--- config.mk ---
export PLATFORM = sky130hd
export DESIGN_NAME = fac_regs
export DESIGN_NICKNAME = d
export VERILOG_FILES = /design/src/rtl/fac_pkg.sv /design/src/rtl/fac_regs.sv
export SDC_FILE = /design/constraint.sdc
export NUM_CORES = 1
export LEC_CHECK = 0
export BUFFER_PORTS_ARGS = -buffer_cell sky130_fd_sc_hd__buf_2
export CAP_MARGIN = 10
export CORE_ASPECT_RATIO = 1.2
export CORE_MARGIN = 3
export CORE_UTILIZATION = 30
export CTS_BUF_LIST = sky130_fd_sc_hd__clkbuf_2 sky130_fd_sc_hd__clkbuf_4 sky130_fd_sc_hd__clkbuf_8
export CTS_CLUSTER_DIAMETER = 200
export DETAILED_ROUTE_END_ITERATION = 10
export GPL_ROUTABILITY_DRIVEN = 0
export GPL_TIMING_DRIVEN = 0
export SLEW_MARGIN = 20
export SYNTH_ARGS = -nofsm -noshare
export SYNTH_HDL_FRONTEND = slang
export SYNTH_SLANG_ARGS = --single-unit
--- constraint.sdc ---
create_clock -name aclk -period 1.9 [get_ports aclk]
set_input_delay 0.095 -clock aclk [delete_from_list [all_inputs] [get_ports aclk]]
set_output_delay 0.095 -clock aclk [all_outputs]
set_load 0.01 [all_outputs]
--- src/rtl/fac_pkg.sv ---
package fac_pkg;

    localparam int REG_COUNT = 6;
    localparam int ADDR_W    = 6;
    localparam int DATA_W    = 64;
    localparam int PROD_W    = 32;
    localparam int SUM_W     = 34;

    typedef logic signed [15:0] coord_t;

    // Register layout: d in bits 63:48, nz 47:32, ny 31:16, nx 15:0
    typedef struct packed {
        coord_t       d;
        coord_t [2:0] n;
    } plane_t;

    typedef struct packed {
        coord_t [2:0] hi;
        coord_t [2:0] lo;
    } box_t;

    typedef struct packed {
        logic p_neg;
        logic n_neg;
    } plane_flags_t;

    typedef enum logic [1:0] {
        VERDICT_OUTSIDE   = 2'd0,
        VERDICT_INTERSECT = 2'd1,
        VERDICT_INSIDE    = 2'd2
    } verdict_t;

endpackage

--- src/rtl/fac_regs.sv ---
module fac_regs (
    input  logic                        aclk,
    input  logic                        aresetn,
    input  logic                        psel,
    input  logic                        penable,
    input  logic                        pwrite,
    input  logic [fac_pkg::ADDR_W-1:0]  paddr,
    input  logic [fac_pkg::DATA_W-1:0]  pwdata,
    output logic [fac_pkg::DATA_W-1:0]  prdata,
    output logic                        pready,
    output fac_pkg::plane_t             planes [fac_pkg::REG_COUNT]
);
    import fac_pkg::*;

    logic [2:0] reg_index;
    logic       wr_en;
    plane_t     planes_reg [REG_COUNT];

    assign reg_index = paddr[ADDR_W-1:3];
    assign wr_en     = psel && penable && pwrite;
    assign pready    = 1'b1;

    always_ff @(posedge aclk) begin
        if (!aresetn) begin
            for (int i = 0; i < REG_COUNT; i++) begin
                planes_reg[i] <= '0;
            end
        end else if (wr_en) begin
            for (int i = 0; i < REG_COUNT; i++) begin
                if (reg_index == 3'(i)) begin
                    planes_reg[i] <= plane_t'(pwdata);
                end
            end
        end
    end

    always_comb begin
        prdata = '0;
        for (int i = 0; i < REG_COUNT; i++) begin
            if (reg_index == 3'(i)) begin
                prdata = DATA_W'(planes_reg[i]);
            end
        end
    end

    assign planes = planes_reg;

endmodule

==> run metrics <==
Starting Density 0.303; Total Wirelength 74800 um; Seq cells post-synth 384; core area 56100 sq um; Final period util 0.982; RSZ-0062 raised after global routing true; clk sinks 384; Die Wd 223 um; share of layout cells above drive strength 1 0.332; Hold Crit Class in -> reg; Layout Nets 2408; syn avg cell area 10.1 sq um; vias 15700; synth unique cells 23; Worst Setup Start Kind primary input; met2 wire length 37300 um; Setup-failing EPs final 0; Area after DPL 20500 sq um; Layout Cells excl Fill 3109; WS Path Type in -> out; H-tree depth 3; GRT overflow 0; Final Slew Violations 0; DR top layer met5; Mapped Cells 1685; DR iter-0 viols 956; Arrival @ worst endpoint 1.77 ns; Worst-path clk slew 0.06 ns; FF+latch area 7690 sq um; placed cells 2928; CTS root buf clkbuf_8; synthesized cell area 17000 sq um; HPWL Detailed 54000 um; area taken by multi-input logic gates 8470 sq um; Clk Latency, worst-skew pair 0.64 ns; Final Critical Period 1.87 ns; I/O pins 524; Slew @ Worst Pin 1.12 ns; Max Root-Sink Buffers 3; CTS tree built; Largest register FFs 384; Worst setup EP type primary output; WP data required 1.80 ns; initial antenna violation count 2; Seq/Total Area, Yosys 0.452; GRT Total Usage 0.239; router iterations before antenna repair 5; wire per inst 24.1 um; Slew HR 0.254; PortBufs 516; Fmax 536 MHz; vias in the first global route 16000; Max VDD drop 0.491 mV; largest net degree at the start of global routing 11; Warnings, synthesis 0; Final Instance Area 22700 sq um; Fill cells 5498; DRC violations left 0; P_leak 10.8 nW; status finished, final reports clean; Area Growth Syn to Fin 33.1%; final core utilization 0.404; Clock Skews 0 ns; Design Power 17.8 mW; Pwr Density 785 nW/um^2; cts bufs inserted 67; Die Ht 267 um; Antenna Violating Nets Remaining 0; wire length on met3 4670 um; top fanout value on the critical path 10; Syn Nets 1760; Via density 5.06; max-cap viol count 0; first-pass GRT wire length 106000 um; Fin. Hold Viols 0; met1 WL 29900 um; die area 59600 sq um; Cell Rows 95
==> cells by family after synthesis <==
| group | synth area share |
|---|---|
| flip-flops | 0.452 |
| AO/OA/AOI/OAI | 0.0334 |
| multiplexers | 0.343 |
| other | 0.000220 |
| buffers and inverters | 0.0514 |
| AND/OR/NAND/NOR | 0.121 |
==> worst max-delay path: stages <==
cell and delay (ns):
clkbuf_1 0.30, or2_2 0.18, buf_2 0.31, buf_2 0.43
o221ai_1 0.24, buf_2 0.19
==> where the power goes <==
group          switching (mW)  internal, mW  total (mW)
logic                   0.892         0.440        1.33
clock network            3.56          4.72        8.29
registers              0.0521          8.11        8.17
total                    4.51          13.3        17.8
==> cell type report <==
| type | count | area share |
|---|---|---|
| antenna | 1 | 0.000110 |
| buffer | 133 | 0.0409 |
| clock buffer | 107 | 0.0570 |
| clock inverter | 10 | 0.00619 |
| multi-input combinational | 1167 | 0.374 |
| sequential | 384 | 0.339 |
| tap | 727 | 0.0401 |
| timing repair buffer | 580 | 0.142 |
==> layout by cell type (no fill, tap or decap), types with 3 or more instances in the layout <==
master         netlist  final
clkbuf_2             0      9
nor2_4               3      3
mux2_2              63     63
dfxtp_1            384    382
clkbuf_1            58     47
dlygate4sd3_1        0     64
buf_2               23    535
buf_12              13     13
clkbuf_8             0     78
clkbuf_4             0     34
nand2_1            512    512
inv_6                0      4
mux2i_1            512    512
bufinv_16            0      3
buf_4               20     28
o221ai_1            63     62
clkinv_2             0      3
buf_1               13      5
buf_6                6      6
==> metal layers <==
metal	GRT usage	vias up
li1	-	7120
met5	0	-
met1	0.283	7760
met3	0.0484	169
met4	0.105	2
met2	0.419	687
==> final timing paths <==
kind | startpoint | endpoint | slack (ns) | cells past startpoint
worst min register to register | planes[62] | planes[62] | 0.47 | 2
worst min-delay path | penable | planes[143] | 0.08 | 4
worst max register to register | planes[247] | planes[247] | 1.17 | 2
worst max-delay path | paddr[4] | prdata[13] | 0.03 | 6
==> synth_stat cells, drive strengths merged <==
library cell,number,area share
nor2,3,0.0020
nor3b,1,0.00044
a221oi,1,0.00051
nand2,512,0.11
or2,2,0.00073
clkbuf,58,0.013
o221ai,63,0.032
or3,2,0.0013
nand2b,2,0.00073
nand4b,1,0.0014
dfxtp,384,0.45
mux2,63,0.042
mux2i,512,0.30
nor2b,2,0.00073
buf,76,0.039
conb,1,0.00022
a211oi,1,0.00044
nand4,1,0.00037
==> repair_timing <==
item	4_1_cts	5_1_grt
setup endpoints to repair	63	29
setup buffers	0	0
hold endpoints to repair	384	0
hold buffers	64	0
resized for setup	34	8
==> through the flow <==
stage	hold WS [ns]	setup slack (ns)	setup TNS, ns
after global routing	0.0438	-0.00156	-0.00156
after CTS	0.00499	-0.0589	-0.160
final	0.0753	0.0350	0
after global placement	0.449	-0.620	-68.75
after detailed placement	0.461	-0.633	-65.68
after floorplan	0.280	0.607	0
No activity file was read; power rests on OpenSTA's default activity.
