==> src/rtl/fac_pkg.sv <==
package fac_pkg;

    localparam int REG_COUNT = 6;
    localparam int ADDR_W    = 6;
    localparam int DATA_W    = 64;
    localparam int PROD_W    = 32;
    localparam int SUM_W     = 34;

    typedef logic signed [15:0] coord_t;

    // Register layout: d in bits 63:48, nz 47:32, ny 31:16, nx 15:0
    typedef struct packed {
        coord_t       d;
        coord_t [2:0] n;
    } plane_t;

    typedef struct packed {
        coord_t [2:0] hi;
        coord_t [2:0] lo;
    } box_t;

    typedef struct packed {
        logic p_neg;
        logic n_neg;
    } plane_flags_t;

    typedef enum logic [1:0] {
        VERDICT_OUTSIDE   = 2'd0,
        VERDICT_INTERSECT = 2'd1,
        VERDICT_INSIDE    = 2'd2
    } verdict_t;

endpackage

==> src/rtl/fac_plane_eval.sv <==
module fac_plane_eval (
    input  logic                  aclk,
    input  logic                  advance,
    input  fac_pkg::plane_t       plane,
    input  fac_pkg::box_t         box,
    output fac_pkg::plane_flags_t flags
);
    import fac_pkg::*;

    coord_t                    pv [3];
    coord_t                    nv [3];
    logic signed [PROD_W-1:0]  prod_p_reg [3];
    logic signed [PROD_W-1:0]  prod_n_reg [3];
    logic signed [SUM_W-1:0]   d_term;
    logic signed [SUM_W-1:0]   sum_p;
    logic signed [SUM_W-1:0]   sum_n;
    plane_flags_t              flags_reg;

    // pick the far (p) and near (n) corner one axis at a time
    always_comb begin
        for (int a = 0; a < 3; a++) begin
            pv[a] = ($signed(plane.n[a]) > 0) ? box.hi[a] : box.lo[a];
            nv[a] = ($signed(plane.n[a]) < 0) ? box.hi[a] : box.lo[a];
        end
    end

    always_ff @(posedge aclk) begin
        if (advance) begin
            for (int a = 0; a < 3; a++) begin
                prod_p_reg[a] <= $signed(plane.n[a]) * $signed(pv[a]);
                prod_n_reg[a] <= $signed(plane.n[a]) * $signed(nv[a]);
            end
        end
    end

    // d is Q12.4; scale by 2^14 to line up with the Q.18 products
    assign d_term = $signed({{(SUM_W-30){plane.d[15]}}, plane.d, 14'b0});

    always_comb begin
        sum_p = d_term;
        sum_n = d_term;
        for (int a = 0; a < 3; a++) begin
            sum_p = sum_p + SUM_W'(prod_p_reg[a]);
            sum_n = sum_n + SUM_W'(prod_n_reg[a]);
        end
    end

    always_ff @(posedge aclk) begin
        if (advance) begin
            flags_reg.p_neg <= sum_p[SUM_W-1];
            flags_reg.n_neg <= sum_n[SUM_W-1];
        end
    end

    assign flags = flags_reg;

endmodule
==> config.mk <==
export PLATFORM = sky130hd
export DESIGN_NAME = fac_plane_eval
export DESIGN_NICKNAME = d
export VERILOG_FILES = /design/src/rtl/fac_pkg.sv /design/src/rtl/fac_plane_eval.sv
export SDC_FILE = /design/constraint.sdc
export NUM_CORES = 2
export LEC_CHECK = 0
export ABC_AREA = 1
export CAP_MARGIN = 10
export CORE_MARGIN = 8
export CORE_UTILIZATION = 51
export CTS_CLUSTER_SIZE = 16
export DETAILED_ROUTE_END_ITERATION = 16
export DONT_BUFFER_PORTS = 1
export GPL_TIMING_DRIVEN = 0
export PLACE_DENSITY = 0.69
export SYNTH_ARGS = -nofsm -noshare
export SYNTH_HDL_FRONTEND = slang
export SYNTH_SLANG_ARGS = --single-unit
==> constraint.sdc <==
create_clock -name aclk -period 12.26 [get_ports aclk]
set_input_delay 1.839 -clock aclk [delete_from_list [all_inputs] [get_ports aclk]]
set_output_delay 1.839 -clock aclk [all_outputs]
set_load 0.01 [all_outputs]
==> impl_metrics.yaml <==
outcome:
  outcome: "completed"
logic_synthesis:
  ys_seq_area_frac: 0.08068
  synth_cells: 8342
  ys_warn_count: 0
  synthArstFlopShare: 0
  ys_ff_latch: 194
  synth.net_count: 10754
  ys_types: 48
  synth_area_sq_um: 72210
  synth_ff_type: "edfxtp_1"
  syn_area_per_cell_sq_um: 8.656
  synth-edff-count: 194
min_path:
  hp-start: "prod_n_reg[0][95]"
  min_path_cells: 6
  hp-class: "reg2reg"
  worst_hold_path.endpoint: "flags[0]"
timing:
  max_freq_mhz: 115.1
  setup_viol: 0
  fin_setup_tns_ps: 0
  clock_skew_ps: 12.52
  relSlewSlack: 0.2079
  worst_pin_slew_ps: 1188
  final_max_slew_viol_count: 0
  period_share: 0.7088
  finalHoldViolCount: 0
  rsz0062_at_grt: "false"
  fin_crit_ps: 8690
finish:
  nets: 10773
  fillers: 13450
  drive_above_1_share: 0.04168
  final_area_sq_um: 75210
  regArea_sq_um: 5826
  syn2layout_area_growth_pct: 4.159
  final_cell_mix: "inv_1 (2138), fa_1 (1674), nand2_1 (1226)"
  multiInputGateArea_sq_um: 56950
  final_common_cell: "inv_1"
clock_network:
  cts_made_buffers: 17
  ctsHoldBuffers: 0
  clk_pin_slew_ps: 80
  cts_tree: "done"
  cts.path.max_buffers: 2
  clk_latency_ps: 450
  postCtsResizedCells: 0
  cts.sinks: 194
  cts_setup_buffers: 0
  htreeDepth: 4
  cts-root-buf: "clkbuf_16"
routing:
  wl_per_cell_um: 21.96
  ant_nets: 0
  routed_wl_um: 225500
  dr.pass1.iters: 6
  vias_per_cell: 5.430
  drt_iter0_markers: 4453
  vias: 55757
  drc: 0
run:
  maxCapViolations: 0
placement:
  io_buffers: 0
  dp_hpwl_um: 197700
  placed_cell_area_sq_um: 74570
  gp_congestion: 0.9933
die:
  io_pins: 164
  core_sq_um: 141100
  die_x_um: 392.3
  die_h_um: 392.3
  dieArea_sq_um: 153900
  start_util: 0.5119
  rows: 138
worst_setup_path:
  reg2reg_depth: 12
  cp_slowest_cell: "a21oi_1"
  criticalPathCategory: "in2reg"
  max_stage_delay_ps: 630
  start_kind: "input pin"
  rrSetupSlack_ps: 9160
  reg2reg_from: "prod_p_reg[0][31]"
  path_cells: "clkbuf_2 > clkinv_1 > buf_2 > a21oi_1 > inv_1 > clkbuf_1 > nand2_1 > fa_1 > fa_1 > fa_1 > fa_1 > fa_1 > inv_1 > fa_1 > ha_1 > a21oi_1 > o21ai_0 > a21oi_1 > nand3_1 > xor2_1"
  cp_data_required_time_ps: 12420
  cp_data_arrival_time_ps: 8850
  crit_start: "plane[15]"
  cp-end-kind: "register"
  cpMostUsedCell: "fa_1"
  cp_max_fo: 10
  regToRegEndpoint: "flags[1]"
grt:
  grt_pass1_wl_um: 348700
  grt_pass1_vias: 59656
  antenna_found_initial: 4
  grt_max_degree: 195
  grt_usage: 0.2971
  grt.overflow.total: 0
==> per-stage QoR <==
stage / cells / setup slack, ps / hold WS (ps) / util
global placement: 10232 / 3254 / 1038 / 0.5286
finish: 10269 / 3570 / 1054 / 0.5332
floorplan: 8342 / 4701 / 946.6 / -
global route: 10264 / 3408 / 1155 / 0.5331
detailed placement: 10232 / 3238 / 1041 / 0.5286
CTS: 10264 / 3712 / 1058 / 0.5331
==> cells in the mapped netlist (69+ instances only) <==
| cell | instances | area (sq um) |
|---|---|---|
| a21oi_1 | 272 | 1361 |
| buf_2 | 69 | 345.3 |
| clkbuf_1 | 147 | 551.8 |
| edfxtp_1 | 194 | 5826 |
| fa_1 | 1674 | 33510 |
| ha_1 | 576 | 7207 |
| inv_1 | 2138 | 8025 |
| nand2_1 | 1226 | 4602 |
| nand3_1 | 407 | 2037 |
| nor2_1 | 839 | 3149 |
| o21ai_0 | 124 | 620.6 |
| or2_2 | 81 | 506.7 |
| xor2_1 | 130 | 1139 |
==> worst max path at each step <==
stage | endpoint | slack, ps | cells past startpoint
after floorplan | prod_p_reg[0][62] | 4700 | 28
after global placement | prod_p_reg[0][31] | 3250 | 27
after detailed placement | prod_p_reg[0][31] | 3240 | 28
after CTS | prod_n_reg[0][23] | 3710 | 20
after global routing | prod_n_reg[0][19] | 3410 | 26
final | prod_n_reg[0][23] | 3570 | 20
==> routing by layer <==
metal / routed length (um) / track usage / part of all wire / vias to the layer above
li1: - / - / - / 24661
met1: 90540 / 0.3932 / 0.40 / 28294
met2: 105000 / 0.4845 / 0.47 / 2333
met3: 20500 / 0.06634 / 0.091 / 463
met4: 9472 / 0.1022 / 0.042 / 6
met5: 67 / 0.001880 / 0.00030 / -
==> layout make-up <==
type,instances,share of cell area
flip-flops and latches,194,0.07746
well taps,1890,0.03144
multi-input cells,5720,0.7572
clock inverters,15,0.002662
diodes,5,0.0001664
clock buffers,17,0.005656
plain buffers,267,0.01755
inverters,2161,0.1079
==> critical path, delay by kind of cell <==
kind / cells / cell delay (ps)
adder cells (fa/ha/maj): 7 / 3320
AO/OA/AOI/OAI: 4 / 1530
buffers and inverters: 6 / 1290
XOR/XNOR: 1 / 550
AND/OR/NAND/NOR: 2 / 300
==> kinds of logic (layout without fill, tap and decap cells) <==
| logic type | Yosys count | count (layout) | synth area share |
|---|---|---|---|
| AND/OR/NAND/NOR | 2785 | 2785 | 0.1632 |
| other | 0 | 5 | 0 |
| XOR/XNOR | 179 | 179 | 0.02171 |
| adder cells (fa/ha/maj) | 2250 | 2250 | 0.5639 |
| AO/OA/AOI/OAI | 506 | 506 | 0.03985 |
| flip-flops | 194 | 194 | 0.08068 |
| buffers and inverters | 2428 | 2460 | 0.1307 |
Power is not shown: default switching activity piles up to over one toggle a cycle in this logic, so the estimate is an artifact.
